[src/hdl/ahc_pkg.sv]
// Shared constants, control codes and control/status structs for the adaptive Huffman codec.
// No dependencies; ahc_ctrl, ahc_dpath and the top level import this package.
`timescale 1ns / 1ps
package ahc_pkg;

    localparam int ALPHABET      = 256;
    localparam int WEIGHT_BITS   = 32;
    localparam int MAX_CODE_BITS = 64;
    localparam int SLOTS         = 2 * ALPHABET + 1;
    localparam int SLOT_W        = $clog2(SLOTS);
    localparam int LC_W          = $clog2(ALPHABET + 1);
    localparam int LEN_W         = 7;
    localparam int CIDX_W        = $clog2(MAX_CODE_BITS);
    localparam int SYM_W         = 8;
    localparam int SYM_COUNT     = 256;

    // func codes
    localparam logic [1:0] FN_ENC = 2'd0;
    localparam logic [1:0] FN_DEC = 2'd1;
    localparam logic [1:0] FN_LIT = 2'd2;

    // status codes
    localparam logic [1:0] RES_CODE = 2'd0;
    localparam logic [1:0] RES_SYM  = 2'd1;
    localparam logic [1:0] RES_LIT  = 2'd2;
    localparam logic [1:0] RES_ERR  = 2'd3;

    // controller states, also the command to the datapath
    localparam int OP_W = 5;
    localparam logic [OP_W-1:0] S_CLR   = 5'd0;
    localparam logic [OP_W-1:0] S_IDLE  = 5'd1;
    localparam logic [OP_W-1:0] S_DISP  = 5'd2;
    localparam logic [OP_W-1:0] S_WA    = 5'd3;
    localparam logic [OP_W-1:0] S_WB    = 5'd4;
    localparam logic [OP_W-1:0] S_WC    = 5'd5;
    localparam logic [OP_W-1:0] S_ADD1  = 5'd6;
    localparam logic [OP_W-1:0] S_ADD2  = 5'd7;
    localparam logic [OP_W-1:0] S_ADD3  = 5'd8;
    localparam logic [OP_W-1:0] S_U0    = 5'd9;
    localparam logic [OP_W-1:0] S_U1    = 5'd10;
    localparam logic [OP_W-1:0] S_U2    = 5'd11;
    localparam logic [OP_W-1:0] S_U3    = 5'd12;
    localparam logic [OP_W-1:0] S_U4    = 5'd13;
    localparam logic [OP_W-1:0] S_U5    = 5'd14;
    localparam logic [OP_W-1:0] S_U6    = 5'd15;
    localparam logic [OP_W-1:0] S_U7    = 5'd16;
    localparam logic [OP_W-1:0] S_FX1   = 5'd17;
    localparam logic [OP_W-1:0] S_FX2   = 5'd18;
    localparam logic [OP_W-1:0] S_U9    = 5'd19;
    localparam logic [OP_W-1:0] S_U10   = 5'd20;
    localparam logic [OP_W-1:0] S_UROOT = 5'd21;
    localparam logic [OP_W-1:0] S_DREAD = 5'd22;
    localparam logic [OP_W-1:0] S_DCHK  = 5'd23;
    localparam logic [OP_W-1:0] S_FIN   = 5'd24;

    typedef struct packed {
        logic [OP_W-1:0] op;
    } cmd_t;

    typedef struct packed {
        logic clr_done;
        logic fire;
        logic d_res;
        logic d_none;
        logic d_walk;
        logic d_dread;
        logic d_add;
        logic wa_done;
        logic wa_err;
        logic fresh;
        logic n_zero;
        logic lm_zero;
        logic w_eq;
        logic lm_eq_n;
        logic fix_int;
        logic fix_b;
        logic dc_internal;
        logic dc_stop;
        logic out_free;
    } stat_t;

endpackage

[src/hdl/ahc_ctrl.sv]
// Sequencing state machine for the codec: walks, leader search, swaps and fixes.
// Depends on ahc_pkg.
`timescale 1ns / 1ps
module ahc_ctrl
    import ahc_pkg::*;
(
    input  logic  clk,
    input  logic  rst_n,
    input  stat_t stat,
    output cmd_t  cmd
);

    logic [OP_W-1:0] state_reg;
    logic [OP_W-1:0] state_next;

    assign cmd.op = state_reg;

    always_comb
    begin
        state_next = state_reg;
        unique case (state_reg)
            S_CLR:   if (stat.clr_done) state_next = S_IDLE;
            S_IDLE:  if (stat.fire) state_next = S_DISP;
            S_DISP:
            begin
                if (stat.d_res)        state_next = S_FIN;
                else if (stat.d_walk)  state_next = S_WA;
                else if (stat.d_dread) state_next = S_DREAD;
                else if (stat.d_add)   state_next = S_ADD1;
                else                   state_next = S_IDLE;
            end
            S_WA:
            begin
                if (stat.wa_done)     state_next = stat.fresh ? S_ADD1 : S_U0;
                else if (stat.wa_err) state_next = S_FIN;
                else                  state_next = S_WB;
            end
            S_WB:    state_next = S_WC;
            S_WC:    state_next = S_WA;
            S_ADD1:  state_next = S_ADD2;
            S_ADD2:  state_next = S_ADD3;
            S_ADD3:  state_next = S_U0;
            S_U0:    state_next = stat.n_zero ? S_UROOT : S_U1;
            S_U1:    state_next = S_U2;
            S_U2:    state_next = stat.lm_zero ? S_U4 : S_U3;
            S_U3:    state_next = stat.w_eq ? S_U2 : S_U4;
            S_U4:    state_next = S_U5;
            S_U5:    state_next = stat.lm_eq_n ? S_U9 : S_U6;
            S_U6:    state_next = S_U7;
            S_U7:    state_next = S_FX1;
            S_FX1:
            begin
                if (stat.fix_int)    state_next = S_FX2;
                else if (stat.fix_b) state_next = S_U9;
                else                 state_next = S_FX1;
            end
            S_FX2:   state_next = stat.fix_b ? S_U9 : S_FX1;
            S_U9:    state_next = S_U10;
            S_U10:   state_next = S_U0;
            S_UROOT: state_next = S_FIN;
            S_DREAD: state_next = S_DCHK;
            S_DCHK:
            begin
                if (stat.dc_internal)  state_next = S_IDLE;
                else if (stat.dc_stop) state_next = S_FIN;
                else                   state_next = S_U0;
            end
            S_FIN:   if (stat.out_free) state_next = S_IDLE;
            default: state_next = S_CLR;
        endcase
    end

    always_ff @(posedge clk or negedge rst_n)
    begin
        if (!rst_n)
        begin
            state_reg <= S_CLR;
        end
        else
        begin
            state_reg <= state_next;
        end
    end

    a_clr_only_from_reset: assert property (@(posedge clk) disable iff (!rst_n)
        (state_reg != S_CLR) |=> (state_reg != S_CLR))
        else $error("clearing pass re-entered");

    a_fin_leaves_on_free: assert property (@(posedge clk) disable iff (!rst_n)
        (state_reg == S_FIN && stat.out_free) |=> (state_reg == S_IDLE))
        else $error("result not released");

    a_fix_then_parent: assert property (@(posedge clk) disable iff (!rst_n)
        (state_reg == S_U7) |=> (state_reg == S_FX1))
        else $error("swap not followed by fix-up");

endmodule

[config.mk]
export PLATFORM = sky130hd
export DESIGN_NAME = ahc_ctrl
export DESIGN_NICKNAME = d
export VERILOG_FILES = /design/src/hdl/ahc_pkg.sv /design/src/hdl/ahc_ctrl.sv
export SDC_FILE = /design/constraint.sdc
export NUM_CORES = 1
export LEC_CHECK = 0
export BUFFER_PORTS_ARGS = -buffer_cell sky130_fd_sc_hd__buf_2
export CORE_MARGIN = 3
export CORE_UTILIZATION = 44
export DETAILED_ROUTE_END_ITERATION = 8
export PLACE_DENSITY_LB_ADDON = 0.1
export SKIP_LAST_GASP = 1
export SLEW_MARGIN = 20
export SYNTH_ARGS = -nofsm -noshare
export SYNTH_HDL_FRONTEND = slang
export SYNTH_SLANG_ARGS = --single-unit
[constraint.sdc]
create_clock -name clk -period 1.52 [get_ports clk]
set_clock_uncertainty 0.1 [all_clocks]
set_input_delay 0.152 -clock clk [delete_from_list [all_inputs] [get_ports clk]]
set_output_delay 0.152 -clock clk [all_outputs]
set_load 0.005 [all_outputs]
* Word-level counts from Yosys, hierarchy flattened
Index checks and enable logic that the tools add are counted.
** Word-level totals
- Flip-flop bits (word level) :: 5
- Input port bits :: 21
- Logic and storage cells :: 50
** Operators by class
- Eq/ne operators :: 27
- Muxes and demuxes :: 19
- Reductions and logical operators :: 3
** Operator list (number)
- $pmux 5 s24 :: 1
- $mux 5 :: 12
- $eq 5x5->1 const B :: 9
- $eq 5x4->1 const B :: 8
- $eq 5x3->1 const B :: 4
- $eq 5x2->1 const B :: 2
- $mux 3 :: 2
- $ne 2x2->1 const B :: 3
- $eq 5x1->1 const B :: 1
- $logic_not 5->1 :: 1
- $mux 2 :: 2
- $mux 4 :: 1
- $reduce_and 3->1 :: 1
- $reduce_or 2->1 :: 1
- $mux 1 :: 1

* Logic depth before layout (Yosys ltp)
Gate-level depths: netlist of the first run.
- Depth after elaboration :: 5
- Mapped depth :: 7
- Mapped depth without buffers :: 5

* Worst setup path after synthesis of the first run
Ideal clock, no wire load.
- Kind :: reg2reg
- From :: reg state_reg[2], in the netlist cmd[2]
- To :: reg state_reg[3], in the netlist cmd[3]
- Library setup time :: 0.131 ns
- Arrival :: 1.408 ns
- Required time :: 1.289 ns
- Setup slack :: -0.119 ns
- Cell stages (with the launch flop) :: 7
- Buffers on the path :: 1
- Clock period less this slack :: 1.639 ns
- Path through :: dfrtp_1 > buf_6 > and3b_1 > nand3_2 > o21ai_2 > a311o_1 > or3_1
** On the way
- Cells in the longest elaborated chain, start to end :: 3
- Elaborated cells between the ends (all ways) :: 31
- Those cells by class :: eq/ne: 27; mux: 1; reduce/logical: 3
** RTL lines
- start, declared :: line ahc_ctrl.sv:13 : logic [OP_W-1:0] state_reg;
- start signal, assigned :: line ahc_ctrl.sv:81 : state_reg <= state_next;
- $eq 5x5->1, or another cell as far along :: line ahc_ctrl.sv:21 : unique case (state_reg)
- $reduce_or 2->1 (no source line) or $ne 2x2->1 (tied branches)
- $pmux 5 s24 or $reduce_and 3->1 (tied branches)
Several ways; a longest one is shown, not always the timed one.
A chain may end at the register's enable or synchronous reset.

* Worst setup path after layout of the first run
- From :: reg state_reg[1], in the netlist cmd[1]
- To :: reg state_reg[1], in the netlist cmd[1]
The elaborated chain is that of the path after synthesis.

==> results.toml, run 1 <==
[die]
core_area_sq_um = 1560
rows = 14
initial_core_util_pct = 48.3
die-height_um = 47.4
io_pins = 26
die_x_um = 47.4
dieArea_sq_um = 2240

[grt]
antenna_found_initial = 0
grt_pass1_vias = 1076
grtUsageTotal_pct = 32.8
grt_max_degree = 12
gr-total-overflow = 0
grt_pass1_wl_um = 5100

[drt]
wl_per_cell_um = 21.7
wl_um = 4050
route.detailed.drc = 0
vias_per_cell = 6.74
dr.pass1.iters = 5
vias = 1261
drtIter0Drc = 76
ant_nets = 0

[cells_and_area]
antenna_cells = 0
fillers = 65
multi_input_area_sq_um = 727
final_common_cell = "buf_4"
finalNonFillerCells = 187
largest_register_ffs = 5
drive_gt1_share_pct = 61.4
final_cell_mix = "38 x buf_4, 24 x buf_2, 10 x nor2_1, 6 x nand2_1, 6 x buf_6"
fin_util_pct = 91.4
seq_area_sq_um = 130
area_delta_synth_final_pct = 89.2
nNetsFinal = 193

[yosys]
synth_top_area_share_pct = 16.6
ys_warn_count = 0
synth_edf_count = 0
ys_ff_latch = 5
ys.flop_type = "dfrtp_1"
async_flop_share_pct = 100
synth.distinct_cells = 41
synth_area_leaders = "dfrtp_1 17%, nor2_1 6.0%, nand2b_1 5.0%, nor2b_1 5.0%, a31oi_1 4.2%"
yosysSeqAreaShare_pct = 16.6
synth_cells = 105
synth_nets = 126
synth_top_cell_by_area = "dfrtp_1"
synth_area_per_cell_sq_um = 7.17
syn_area_sq_um = 753

[setup_path]
cp.arrival_ns = 1.83
crit_path_end_kind = "flip-flop"
worstPathMaxFanout = 6
cp_data_required_time_ns = 1.54
r2r_cells = 7
critPathKind = "reg2reg"
crit_path_start_kind = "flip-flop"

[sta]
worstMarginPinSlew_ns = 0.339
finalHoldViolCount = 0
setup_violations = 5
rsz0062_at_grt = "true"
fin_crit_ns = 1.80
max_freq_mhz = 555
finalWorstSetupSlack_ns = -0.281
finalCritPeriodShare_pct = 119
slew_headroom_pct = 77.1
slew_violations = 0
holdWs_ns = 0.138

[power_and_ir_drop]
p_per_area_nw_per_um2 = 1990
ir_drop_mv = 1.45
p_leak_nw = 0.665

[clock_tree]
cts_tree = "yes"
ctsRootBufferMaster = "clkbuf_4"
htree_levels = 1
cts_buffers = 3
clkSlewWorstSetupHoldPaths_ns = 0.05
cts_sinks = 5
clock_latency_ns = 0.25
clk_path_buf_depth = 2

[placement]
placedCellCount = 167
gp_congestion = 0.910
portBuffers = 24
dp_hpwl_um = 2050

[worst_hold_path]
hold_class = "in2async"

[flow_run]
cap_viol_max_count = 0

[status]
outcome = "finished, violations left"
violations = "setup timing"
[cells in the mapped netlist (2+ instances only)]
cell and instances:
and3b_1 2, a211oi_1 3, a21oi_1 3, dfrtp_1 5
o22ai_1 2, or2_2 2, nor4b_1 2, nor2b_1 6
a32oi_1 2, nand3_2 2, buf_2 5, o32ai_1 3
buf_6 2, nand3_1 2, inv_1 5, nor3_1 4
o21ai_0 5, nand2b_1 6, nor2_1 12, a31oi_1 5
nand2_1 7
[area by class of cell]
class	instances	share of cell area, %
Multi-Input combinational cell	87	51.0
Timing Repair Buffer	70	35.3
Sequential cell	5	9.13
Clock buffer	4	1.84
Tap cell	16	1.40
Inverter	5	1.32
[stage by stage]
step	TNS (ns)	worst slack, ns	area (sq um)	total power [mW]
2_1_floorplan	-0.0661	-0.0661	753	1.18
3_3_place_gp	-0.714	-0.199	1060	1.85
3_5_place_dp	-0.622	-0.187	1060	1.87
4_1_cts	-0.421	-0.110	1310	2.41
5_1_grt	-1.06	-0.257	1430	2.95
6_report	-0.954	-0.281	1430	2.84
[power by group]
group / internal, mW / switching, mW / total [mW]
clock network: 0.0996 / 0.0603 / 0.160
registers: 0.206 / 0.140 / 0.346
logic: 1.19 / 1.14 / 2.34
total: 1.50 / 1.34 / 2.84
[worst max-delay path, cell delays in order (launching register included)]
cell      delay [ns]
dfrtp_2         0.44
buf_6           0.14
buf_4           0.10
nand2b_1        0.11
nor2_1          0.07
o211ai_1        0.25
o21ai_1         0.15
o31a_1          0.32
[worst paths after layout]
| path | slack [ns] | start | endpoint |
|---|---|---|---|
| worst max-delay path | -0.28 | cmd[1] | cmd[1] |
| worst min-delay path | 0.14 | rst_n | cmd[0] |
| worst max register to register | -0.28 | cmd[1] | cmd[1] |
| worst min register to register | 0.66 | cmd[1] | cmd[4] |
| max in group asynchronous | 1.03 | rst_n | cmd[1] |
| min in group clk | 0.19 | stat[6] | cmd[2] |
[routing by layer]
layer | GRT usage, % | share of wire [%] | vias to the layer above
met5 | 0 | 0 | -
met3 | 8.43 | 11 | 30
met4 | 14.9 | 6.2 | 0
met1 | 40.1 | 36 | 573
li1 | - | - | 531
met2 | 53.2 | 46 | 127
[kinds of logic after synthesis]
kind of cell | count (synthesis) | share of synthesized area (%)
flops | 5 | 16.6
compound gates | 34 | 32.9
simple gates | 51 | 38.2
mux | 1 | 1.33
xor+xnor | 1 | 1.16
buf+inv | 13 | 9.80
[what timing repair did]
action	4_1_cts	5_1_grt
buffers inserted	12	3
hold buffers	1	0
setup endpoints to repair	5	5
gates resized for setup	32	17
pin swaps	7	6
endpoints found under the hold margin	5	0
Note: power is estimated with default switching activity, not from simulation.
==> run 2, diff against run 1 <==
- CTS_BUF_LIST: default -> sky130_fd_sc_hd__clkbuf_16
- SKIP_CTS_REPAIR_TIMING: default -> 1
==> run 2 against run 1 <==
Effect of this change:
- the run still ends with setup timing left
- sequential power shrank 2%
- largest power group unchanged
- combinational power down 9.8%
- clock power increased to 2.7 times the previous value
- highest routed layer unchanged
==> results.toml, run 2 (synthesized netlist as in run 1, its figures left out) <==
[status]
outcome = "finished, violations left"
violations = "setup timing"

[power_and_ir_drop]
ir_drop_mv = 1.26
total_power_mw = 2.87
p_per_area_nw_per_um2 = 2090
pwr-share-seq_pct = 11.8
p_sw_mw = 1.23
power_frac_comb_pct = 73.4
swShare_pct = 42.6
clock_power_share_pct = 14.8
p_leak_nw = 0.645
internal_power_mw = 1.65

[drt]
vias_per_cell = 6.31
route.detailed.drc = 0
wl_um = 3450
dr.pass1.iters = 5
ant_nets = 0
wl_per_cell_um = 18.8
drtIter0Drc = 65
vias = 1154

[setup_path]
r2r-end = "cmd[3]"
cp.arrival_ns = 1.71
r2r_cells = 6
crit_path_start_kind = "flip-flop"
critPathBufInv = 1
cp_slowest_stage_delay_ns = 0.46
cp_top_family = "simple AND/OR/NAND/NOR gates"
r2r_setup_slack_ns = -0.20
cp_slowest_cell = "dfrtp_2"
cp_data_required_time_ns = 1.52
r2r_start = "cmd[3]"
worstPathMaxFanout = 7
worstPathCellList = "buf_4, nand2_2, nor3_1, a31oi_1, o32ai_2, or3_1"
crit_path_end_kind = "flip-flop"
critPathKind = "reg2reg"

[grt]
grtUsageTotal_pct = 24.4
gr-total-overflow = 0
grt_pass1_vias = 869
grt_max_degree = 14
grt_pass1_wl_um = 3920
antenna_found_initial = 0

[sta]
finalHoldViolCount = 0
finalCritPeriodShare_pct = 113
rsz0062_at_grt = "true"
slew_violations = 0
slew_headroom_pct = 77.8
finalWorstSetupSlack_ns = -0.195
setup_violations = 5
fin_crit_ns = 1.72
max_freq_mhz = 583
worstMarginPinSlew_ns = 0.328

[clock_tree]
clock_latency_ns = 0.23
htree_levels = 1
clkSlewWorstSetupHoldPaths_ns = 0.03
clk_path_buf_depth = 2
cts_buffers = 3
cts_tree = "yes"
cts_sinks = 5
ctsRootBufferMaster = "clkbuf_16"

[die]
dieArea_sq_um = 2240
core_area_sq_um = 1560
io_pins = 26
rows = 14
die-height_um = 47.4
die_x_um = 47.4
initial_core_util_pct = 48.3

[placement]
portBuffers = 24
postPlaceCellArea_sq_um = 1060
gp_congestion = 0.910
dp_hpwl_um = 2050

[flow_run]
cap_viol_max_count = 0

[cells_and_area]
final_cell_mix = "36 x buf_4, 24 x buf_2, 9 x nor2_1, 6 x inv_1, 6 x nand2_1"
final_common_cell = "buf_4"
fillers = 77
final_cell_area_sq_um = 1370
drive_gt1_share_pct = 58.1
largest_register_ffs = 5
antenna_cells = 0
nNetsFinal = 189
area_delta_synth_final_pct = 82.4
fin_util_pct = 88.1

[worst_hold_path]
hold_class = "in2async"
## run 2: changes by cell type in the layout (fill, tap and decap cells not counted), sizes merged
cell and delta:
inv +1, clkbuf -1, buf -4
## run 2: how the worst max path moves through the flow
stage	startpoint	endpoint	slack, ns	cells past startpoint
after detailed placement	cmd[3]	cmd[3]	-0.19	5
after floorplan	cmd[2]	cmd[3]	-0.07	6
final	cmd[3]	cmd[3]	-0.20	6
after CTS	cmd[3]	cmd[3]	-0.20	5
after global routing	cmd[3]	cmd[3]	-0.24	6
after global placement	cmd[1]	cmd[0]	-0.20	5
## run 2: power by group through the flow
stage	clock network, mW	registers, mW	logic, mW
6_report	0.425	0.339	2.11
5_1_grt	0.431	0.345	2.22
4_1_cts	0.422	0.333	1.54
3_5_place_dp	0	0.330	1.54
3_3_place_gp	0	0.333	1.51
2_1_floorplan	0	0.252	0.924
## run 2: final cells by class
type                    instances  area [sq um]  area share, %
repair buffers                 66           457           33.2
inverters                       5          18.8           1.37
clock inverters                 1          3.75          0.273
multi-input cells              87           669           48.7
well taps                      16          20.0           1.46
flip-flops and latches          5           130           9.47
clock buffers                   3          75.1           5.46
## run 2: through the flow
stage | hold WS, ns | setup TNS [ns] | setup WS [ns] | cells
2_1_floorplan | -0.244 | -0.0661 | -0.0661 | 105
3_3_place_gp | -0.134 | -0.714 | -0.199 | 167
3_5_place_dp | -0.128 | -0.622 | -0.187 | 167
4_1_cts | -0.362 | -0.732 | -0.204 | 171
5_1_grt | 0.189 | -0.877 | -0.239 | 183
6_report | 0.172 | -0.726 | -0.195 | 183
## run 2: routing by layer
metal	up-vias	track usage [%]	share of wire, %
li1	520	-	-
met1	525	35.1	40
met2	89	38.8	48
met3	20	2.68	7.9
met4	0	4.97	4.4
met5	-	0	0
